<file path="src/rtl/core/sq_pkg.sv">
// Shared types and constants for the sorted queue with remove.
package sq_pkg;

  localparam int unsigned DefaultDepth = 16;
  localparam int unsigned KeyW         = 32;
  localparam int unsigned CountW       = 5;
  // Fan-in of the first level of the registered reduction tree.
  localparam int unsigned TreeGroup    = 16;
  // Word that each cell feeds into the tree: match flag over last-entry value.
  localparam int unsigned ReduceW      = KeyW + 1;

  typedef enum logic [1:0] {
    CMD_QUERY  = 2'd0,
    CMD_PUSH   = 2'd1,
    CMD_POP    = 2'd2,
    CMD_REMOVE = 2'd3
  } cmd_e;

  typedef enum logic [1:0] {
    STAT_OK        = 2'd0,
    STAT_POP_EMPTY = 2'd1,
    STAT_PUSH_FULL = 2'd2,
    STAT_NO_MATCH  = 2'd3
  } status_e;

  typedef enum logic [1:0] {
    CELL_HOLD   = 2'd0,
    CELL_INSERT = 2'd1,
    CELL_SHIFT  = 2'd2,
    CELL_DELETE = 2'd3
  } cell_op_e;

  typedef enum logic [2:0] {
    S_IDLE   = 3'd0,
    S_EXEC   = 3'd1,
    S_SETTLE = 3'd2,
    S_CHECK  = 3'd3,
    S_DONE   = 3'd4
  } state_e;

  typedef struct packed {
    cmd_e                    command;
    logic signed [KeyW-1:0]  value;
  } sq_in_t;

  typedef struct packed {
    logic signed [KeyW-1:0]  smallest;
    logic signed [KeyW-1:0]  largest;
    logic [CountW-1:0]       entry_count;
    status_e                 status;
  } sq_out_t;

  // Broadcast from the controller to every cell of the chain.
  typedef struct packed {
    cell_op_e                op;
    logic signed [KeyW-1:0]  key;
  } sq_ctrl_t;

endpackage

</file>
<file path="src/rtl/core/sq_cell.sv">
// One cell of the sorted chain: holds one entry and trades with its neighbors.
module sq_cell import sq_pkg::*; (
  input  logic                    clk_i,
  input  logic                    rst_ni,
  input  sq_ctrl_t                ctrl_i,
  input  logic signed [KeyW-1:0]  left_value_i,
  input  logic                    left_valid_i,
  input  logic                    left_lt_i,
  input  logic signed [KeyW-1:0]  right_value_i,
  input  logic                    right_valid_i,
  output logic signed [KeyW-1:0]  value_o,
  output logic                    valid_o,
  output logic                    lt_o,
  output logic [ReduceW-1:0]      reduce_o
);

  logic signed [KeyW-1:0] value_q, value_d;
  logic                   valid_q, valid_d;
  logic                   lt;
  logic                   last;

  assign lt   = valid_q && (value_q < ctrl_i.key);
  assign last = valid_q && !right_valid_i;

  always_comb begin
    value_d = value_q;
    valid_d = valid_q;
    unique case (ctrl_i.op)
      CELL_HOLD: begin
      end
      CELL_INSERT: begin
        // Cells below the key hold; the first one at or above takes the key,
        // the rest move up by one.
        if (!lt) begin
          if (left_lt_i) begin
            value_d = ctrl_i.key;
            valid_d = 1'b1;
          end else begin
            value_d = left_value_i;
            valid_d = left_valid_i;
          end
        end
      end
      CELL_SHIFT: begin
        value_d = right_value_i;
        valid_d = right_valid_i;
      end
      CELL_DELETE: begin
        // Close the gap left by the first matching entry.
        if (!lt) begin
          value_d = right_value_i;
          valid_d = right_valid_i;
        end
      end
      default: begin
      end
    endcase
  end

  always_ff @(posedge clk_i or negedge rst_ni) begin
    if (!rst_ni) begin
      valid_q <= 1'b0;
    end else begin
      valid_q <= valid_d;
    end
  end

  always_ff @(posedge clk_i) begin
    value_q <= value_d;
  end

  assign value_o  = value_q;
  assign valid_o  = valid_q;
  assign lt_o     = lt;
  assign reduce_o = {valid_q && (value_q == ctrl_i.key),
                     last ? value_q : {KeyW{1'b0}}};

endmodule

</file>
<file path="src/rtl/core/sq_or_tree.sv">
// Two-level registered OR tree over the per-cell words of the chain.
module sq_or_tree import sq_pkg::*; #(
  parameter int unsigned N = DefaultDepth,
  parameter int unsigned W = ReduceW
) (
  input  logic                  clk_i,
  input  logic [N-1:0][W-1:0]   data_i,
  output logic [W-1:0]          data_o
);

  localparam int unsigned NumGroups = (N + TreeGroup - 1) / TreeGroup;

  logic [NumGroups-1:0][W-1:0] grp_d, grp_q;
  logic [W-1:0]                root_d, root_q;

  always_comb begin
    for (int g = 0; g < NumGroups; g++) begin
      grp_d[g] = '0;
      for (int k = 0; k < TreeGroup; k++) begin
        if (g * TreeGroup + k < N) begin
          grp_d[g] = grp_d[g] | data_i[g * TreeGroup + k];
        end
      end
    end
  end

  always_comb begin
    root_d = '0;
    for (int g = 0; g < NumGroups; g++) begin
      root_d = root_d | grp_q[g];
    end
  end

  always_ff @(posedge clk_i) begin
    grp_q  <= grp_d;
    root_q <= root_d;
  end

  assign data_o = root_q;

endmodule

</file>
<file path="src/rtl/core/sq_ctrl.sv">
// Command sequencer: drives the cell chain, tracks the count, builds results.
module sq_ctrl import sq_pkg::*; #(
  parameter int unsigned DEPTH = DefaultDepth
) (
  input  logic                    clk_i,
  input  logic                    rst_ni,
  input  logic                    in_valid_i,
  output logic                    in_ready_o,
  input  sq_in_t                  in_data_i,
  output logic                    out_valid_o,
  input  logic                    out_ready_i,
  output sq_out_t                 out_data_o,
  output sq_ctrl_t                ctrl_o,
  input  logic signed [KeyW-1:0]  head_value_i,
  input  logic                    head_valid_i,
  input  logic [ReduceW-1:0]      tree_i
);

  localparam int unsigned CntW = $clog2(DEPTH + 1);

  state_e                 state_q, state_d;
  cmd_e                   cmd_q;
  logic signed [KeyW-1:0] key_q;
  status_e                status_q;
  logic [CntW-1:0]        count_q;
  logic                   settle_q;
  logic                   out_valid_q;
  sq_out_t                out_data_q;

  logic in_fire;
  logic out_free;
  logic full;
  logic empty;
  logic found;

  assign in_fire  = in_valid_i && in_ready_o;
  assign out_free = !out_valid_q || out_ready_i;
  assign full     = (count_q == CntW'(DEPTH));
  assign empty    = (count_q == '0);
  assign found    = tree_i[KeyW];

  // Next state.
  always_comb begin
    state_d = state_q;
    unique case (state_q)
      S_IDLE: begin
        if (in_fire) begin
          state_d = (in_data_i.command == CMD_REMOVE) ? S_SETTLE : S_EXEC;
        end
      end
      S_EXEC:   state_d = S_SETTLE;
      S_SETTLE: begin
        if (!settle_q) begin
          state_d = (cmd_q == CMD_REMOVE) ? S_CHECK : S_DONE;
        end
      end
      S_CHECK:  state_d = found ? S_SETTLE : S_DONE;
      S_DONE: begin
        if (out_free) begin
          state_d = S_IDLE;
        end
      end
      default:  state_d = S_IDLE;
    endcase
  end

  // Outputs toward the chain and the input side.
  always_comb begin
    in_ready_o = (state_q == S_IDLE);
    ctrl_o.key = key_q;
    ctrl_o.op  = CELL_HOLD;
    unique case (state_q)
      S_EXEC: begin
        if (cmd_q == CMD_PUSH && !full) begin
          ctrl_o.op = CELL_INSERT;
        end else if (cmd_q == CMD_POP && !empty) begin
          ctrl_o.op = CELL_SHIFT;
        end
      end
      S_CHECK: begin
        if (found) begin
          ctrl_o.op = CELL_DELETE;
        end
      end
      S_IDLE, S_SETTLE, S_DONE: begin
      end
      default: begin
      end
    endcase
  end

  always_ff @(posedge clk_i or negedge rst_ni) begin
    if (!rst_ni) begin
      state_q     <= S_IDLE;
      count_q     <= '0;
      settle_q    <= 1'b0;
      out_valid_q <= 1'b0;
    end else begin
      state_q <= state_d;
      if (in_fire) begin
        settle_q <= 1'b1;
      end else if (state_q == S_EXEC) begin
        settle_q <= 1'b1;
        if (cmd_q == CMD_PUSH && !full) begin
          count_q <= count_q + 1'b1;
        end else if (cmd_q == CMD_POP && !empty) begin
          count_q <= count_q - 1'b1;
        end
      end else if (state_q == S_CHECK && found) begin
        settle_q <= 1'b1;
        count_q  <= count_q - 1'b1;
      end else if (state_q == S_SETTLE) begin
        settle_q <= 1'b0;
      end
      if (state_q == S_DONE && out_free) begin
        out_valid_q <= 1'b1;
      end else if (out_ready_i) begin
        out_valid_q <= 1'b0;
      end
    end
  end

  always_ff @(posedge clk_i) begin
    if (in_fire) begin
      cmd_q    <= in_data_i.command;
      key_q    <= in_data_i.value;
      status_q <= (in_data_i.command == CMD_REMOVE) ? STAT_NO_MATCH : STAT_OK;
    end else if (state_q == S_EXEC) begin
      if (cmd_q == CMD_PUSH && full) begin
        status_q <= STAT_PUSH_FULL;
      end else if (cmd_q == CMD_POP && empty) begin
        status_q <= STAT_POP_EMPTY;
      end
    end else if (state_q == S_CHECK && found) begin
      status_q <= STAT_OK;
    end
    if (state_q == S_DONE && out_free) begin
      out_data_q.smallest    <= head_valid_i ? head_value_i : '0;
      out_data_q.largest     <= tree_i[KeyW-1:0];
      out_data_q.entry_count <= CountW'(count_q);
      out_data_q.status      <= status_q;
    end
  end

  assign out_valid_o = out_valid_q;
  assign out_data_o  = out_data_q;

`ifndef NO_ASSERTIONS
  a_count_in_range: assert property (@(posedge clk_i) disable iff (!rst_ni)
    count_q <= CntW'(DEPTH))
    else $error("entry count above depth");

  a_head_tracks_count: assert property (@(posedge clk_i) disable iff (!rst_ni)
    head_valid_i == !empty)
    else $error("front cell validity disagrees with entry count");

  a_push_grows: assert property (@(posedge clk_i) disable iff (!rst_ni)
    (state_q == S_EXEC && cmd_q == CMD_PUSH && !full) |=>
      count_q == $past(count_q) + 1'b1)
    else $error("push did not grow the store");

  a_delete_needs_match: assert property (@(posedge clk_i) disable iff (!rst_ni)
    (ctrl_o.op == CELL_DELETE) |-> (state_q == S_CHECK && !empty))
    else $error("delete issued without a stored match");
`endif

endmodule

</file>
<file path="src/rtl/core/sorted_queue_with_remove.sv">
// Sorted queue with remove: top level with the cell chain, reduction tree and sequencer.
// Keeps up to DEPTH signed keys in ascending order in a chain of cells, one key per
// cell, and runs one command at a time. A remove deletes every matching key, closing
// one gap in the chain per step. After every change of the chain the two-stage
// registered OR tree that collects the back entry and the match flag from all cells
// must settle before it is read. A finished result sits in an output register, so
// the next command is taken while it waits.
module sorted_queue_with_remove import sq_pkg::*; #(
  parameter int unsigned DEPTH = DefaultDepth
) (
  input  logic     clk_i,
  input  logic     rst_ni,
  input  logic     in_valid_i,
  output logic     in_ready_o,
  input  sq_in_t   in_data_i,
  output logic     out_valid_o,
  input  logic     out_ready_i,
  output sq_out_t  out_data_o
);

  sq_ctrl_t                        ctrl;
  logic signed [KeyW-1:0]          cell_value [DEPTH];
  logic [DEPTH-1:0]                cell_valid;
  logic [DEPTH-1:0]                cell_lt;
  logic [DEPTH-1:0][ReduceW-1:0]   cell_reduce;
  logic [ReduceW-1:0]              tree;

  for (genvar i = 0; i < DEPTH; i++) begin : g_cell
    logic signed [KeyW-1:0] left_value;
    logic                   left_valid;
    logic                   left_lt;
    logic signed [KeyW-1:0] right_value;
    logic                   right_valid;

    if (i == 0) begin : g_first
      assign left_value = '0;
      assign left_valid = 1'b0;
      assign left_lt    = 1'b1;
    end else begin : g_mid
      assign left_value = cell_value[i-1];
      assign left_valid = cell_valid[i-1];
      assign left_lt    = cell_lt[i-1];
    end

    if (i == DEPTH - 1) begin : g_last
      assign right_value = '0;
      assign right_valid = 1'b0;
    end else begin : g_body
      assign right_value = cell_value[i+1];
      assign right_valid = cell_valid[i+1];
    end

    sq_cell u_cell (
      .clk_i         (clk_i),
      .rst_ni        (rst_ni),
      .ctrl_i        (ctrl),
      .left_value_i  (left_value),
      .left_valid_i  (left_valid),
      .left_lt_i     (left_lt),
      .right_value_i (right_value),
      .right_valid_i (right_valid),
      .value_o       (cell_value[i]),
      .valid_o       (cell_valid[i]),
      .lt_o          (cell_lt[i]),
      .reduce_o      (cell_reduce[i])
    );
  end

  sq_or_tree #(
    .N (DEPTH),
    .W (ReduceW)
  ) u_tree (
    .clk_i  (clk_i),
    .data_i (cell_reduce),
    .data_o (tree)
  );

  sq_ctrl #(
    .DEPTH (DEPTH)
  ) u_ctrl (
    .clk_i        (clk_i),
    .rst_ni       (rst_ni),
    .in_valid_i   (in_valid_i),
    .in_ready_o   (in_ready_o),
    .in_data_i    (in_data_i),
    .out_valid_o  (out_valid_o),
    .out_ready_i  (out_ready_i),
    .out_data_o   (out_data_o),
    .ctrl_o       (ctrl),
    .head_value_i (cell_value[0]),
    .head_valid_i (cell_valid[0]),
    .tree_i       (tree)
  );

endmodule

</file>
<file path="config.mk">
export PLATFORM = sky130hd
export DESIGN_NAME = sorted_queue_with_remove
export DESIGN_NICKNAME = d
export VERILOG_FILES = /design/src/rtl/core/sq_pkg.sv /design/src/rtl/core/sq_cell.sv /design/src/rtl/core/sq_or_tree.sv /design/src/rtl/core/sq_ctrl.sv /design/src/rtl/core/sorted_queue_with_remove.sv
export SDC_FILE = /design/constraint.sdc
export NUM_CORES = 2
export LEC_CHECK = 0
export ABC_AREA = 1
export BUFFER_PORTS_ARGS = -buffer_cell sky130_fd_sc_hd__buf_2
export CAP_MARGIN = 40
export CORE_ASPECT_RATIO = 1.1
export CORE_UTILIZATION = 50
export CTS_CLUSTER_SIZE = 16
export DETAILED_ROUTE_END_ITERATION = 16
export GPL_TIMING_DRIVEN = 0
export PLACE_DENSITY = 0.66
export SETUP_SLACK_MARGIN = 0.4
export SLEW_MARGIN = 20
export SYNTH_ARGS = -nofsm -noshare
export SYNTH_HDL_FRONTEND = slang
export SYNTH_HIERARCHICAL = 1
export SYNTH_SLANG_ARGS = --single-unit
</file>
<file path="constraint.sdc">
create_clock -name clk_i -period 6.7 [get_ports clk_i]
set_clock_uncertainty 0.05 [all_clocks]
set_input_delay 0.67 -clock clk_i [delete_from_list [all_inputs] [get_ports clk_i]]
set_output_delay 0.67 -clock clk_i [all_outputs]
set_load 0.03 [all_outputs]
</file>
==> metrics <==
status completed; cell count after placement 8824; CTS sink count 711; met2 global-route usage 51.12%; total CTS buffers 83; fill count 9910; cell leakage power 27.18 nW; diode count 0; area of the multi-input gates 0.02639 mm²; routed len/inst 17.40 µm; Worst VDD drop 0.2643 mV; ANT nets after route 0; reg2reg end g_cell[8].u_cell/value_o[24]$_DFFE_PP_; busiest grt layer met2; Pre-Repair DR Iteration Count 6; Max Root-Sink Buffers 3; Nets 8088; flop2flop setup slack 2180 ps; total number of vias 46604; Cell Area, Synth 0.05244 mm²; mean post-synth cell area 7.231 µm²; GRT overflow 0; Pwr per Cell Area 358.9 mW/mm²; starting density of the core 50.45%; Slew @ Worst Pin 884.2 ps; Critical Path RT 7040 ps; fin cells 8990; sequential power share 35.3%; # rows 124; total global-route track usage 28.91%; yosys warns 6; Buffers on Ports 110; maxcap violations 0; Reg area 0.02056 mm²; DRT iter0 DRCs 3292; io pins 111; Placer Congestion 0.9312; hold path depth 1; vias in the first global route 45049; Post-CTS Setup Inserts 0; total power 0.02092 W; TritonCTS clock tree done; Net Sw Frac 43.19%; P&R area growth vs syn 11.15%; Die Height 341.7 µm; final hold violation count 0; R2R depth 16; H-tree levels 3; hpwl dp 128.5 mm; first-pass GRT wire length 239.7 mm; pin count of the biggest net entering global routing 33; total wire length 156.4 mm; Slew Viols, Final 0; part of the power in combinational logic 42.2%; Critical Path Sink Type register; Final min period 4523 ps; Max transition margin 41.05%; Util after Layout 56.08%; setup_tns 0 ps; Core Region 0.1040 mm²; initial antenna violation count 1; GR Util met1 34.19%; FMAX 221.1 MHz; Clk pwr share 22.4%; WS Path Type register to register; final worst slack 2177 ps; Die Width 310.8 µm; worst r2r src u_ctrl/key_q[31]$_DFFE_PP_; Skew-Pair Late Insertion Delay 670 ps; hold crit path type input port to register; pre-CTS setup slack 2248 ps; P_int 0.01189 W; crit path DAT 4860 ps; Net Switching 0.009035 W; synthesized instance count 7252; Die ar. 0.1062 mm²; end point of the critical path g_cell[8].u_cell/value_o[24]$_DFFE_PP_; Root Buffer clkbuf_16; CTS clk-pin slew, worst paths 60 ps; Startpoint Class register; start point of the critical path u_ctrl/key_q[31]$_DFFE_PP_; Residual DRC 0; share of cells above drive strength 1 6.063%; final period utilization 67.50%; Crit Path Max Fanout 20; met3 Usage GRT 2.636%; Avg Vias per Cell 5.184; Setup violations, final 0; unrepaired setup endpoints after global routing false
## area by class of cell
class | count | area share [%]
clock inverters | 47 | 0.7641
repair buffers | 134 | 1.756
flip-flops and latches | 711 | 35.27
plain buffers | 277 | 1.803
well taps | 1386 | 2.975
inverters | 1265 | 8.146
clock buffers | 106 | 4.016
multi-input cells | 5064 | 45.27
## critical path, stage by stage (launching register included)
cell and delay (ps):
edfxtp_1 770, buf_8 270, inv_1 60, ha_1 390
nand2_2 90, nor2_2 120, nand2_1 140, nor4_2 390
nand2_1 210, nand3_2 130, nand3_2 90, inv_1 70
clkbuf_1 480, clkbuf_1 640, nand2_1 110, o21ai_0 120
o21ai_0 110
## state kept, by name, summed over array words and instances, names as in the netlist
signal / flops
g_cell.u_cell/valid_o: 16
g_cell.u_cell/value_o: 512
u_ctrl/cmd_q: 2
u_ctrl/count_q: 5
u_ctrl/key_q: 32
u_ctrl/out_data_o: 71
u_ctrl/out_valid_o: 1
u_ctrl/settle_q: 1
u_ctrl/state_q: 3
u_ctrl/status_q: 2
u_tree/data_o: 33
u_tree/grp_q: 33
## per-stage QoR
stage | hold slack [ps] | cell area (µm²)
final | 130.6 | 58290
after global routing | 119.0 | 58290
after CTS | 100.2 | 58040
after detailed placement | 262.1 | 55250
after global placement | 260.7 | 54970
after floorplan | 259.6 | 52690
## power groups by stage
| stage | registers, W | logic [W] | clock network, W |
|---|---|---|---|
| final | 0.00739 | 0.00884 | 0.00469 |
| after global placement | 0.00755 | 0.00824 | 0 |
| after global routing | 0.00751 | 0.00995 | 0.00495 |
| after floorplan | 0.00719 | 0.00581 | 0 |
| after CTS | 0.00742 | 0.00863 | 0.00478 |
| after detailed placement | 0.00751 | 0.00859 | 0 |
## layer usage
metal,routed length [µm],vias up,part of all wire [%]
met4,9649,0,6.2
li1,-,23739,-
met5,0,-,0
met2,75980,1324,49
met1,63620,21175,41
met3,7195,366,4.6
## placed cells by master (no fill, tap or decap), types with 3 or more instances in the layout
master / count
o21a_1: 32
buf_16: 7
clkinvlp_4: 5
buf_2: 110
buf_8: 10
inv_6: 5
clkbuf_1: 255
inv_2: 36
nand2_1: 1825
o21ai_0: 980
a21oi_2: 16
dfxtp_1: 66
nand3_1: 71
dfrtp_1: 26
nand3_2: 35
buf_1: 32
buf_12: 6
inv_1: 1229
nor2_4: 3
a21oi_1: 274
a21o_1: 16
nand4_1: 54
ha_1: 514
clkinv_2: 13
nor2_2: 16
nor2_1: 978
nor4_2: 16
clkinv_1: 11
conb_1: 67
nand2_2: 50
clkbuf_8: 5
clkinv_4: 4
nor3_1: 35
edfxtp_1: 619
o21ai_1: 51
clkbuf_16: 89
bufinv_16: 7
and3_2: 16
## worst min-delay path by stage
stage | startpoint | to
floorplan | u_tree/grp_q[0]$_DFF_P_ | u_tree/data_o[0]$_DFF_P_
global placement | u_tree/grp_q[4]$_DFF_P_ | u_tree/data_o[4]$_DFF_P_
detailed placement | u_tree/grp_q[31]$_DFF_P_ | u_tree/data_o[31]$_DFF_P_
CTS | in_data_i[19] | u_ctrl/key_q[19]$_DFFE_PP_
global route | in_data_i[29] | u_ctrl/key_q[29]$_DFFE_PP_
finish | in_data_i[19] | u_ctrl/key_q[19]$_DFFE_PP_
## timing repair
item	in CTS	in global routing
gates resized for setup	0	0
hold buffers	1	0
endpoints found under the hold margin	10	0
Power figures use the tool's default switching activity.
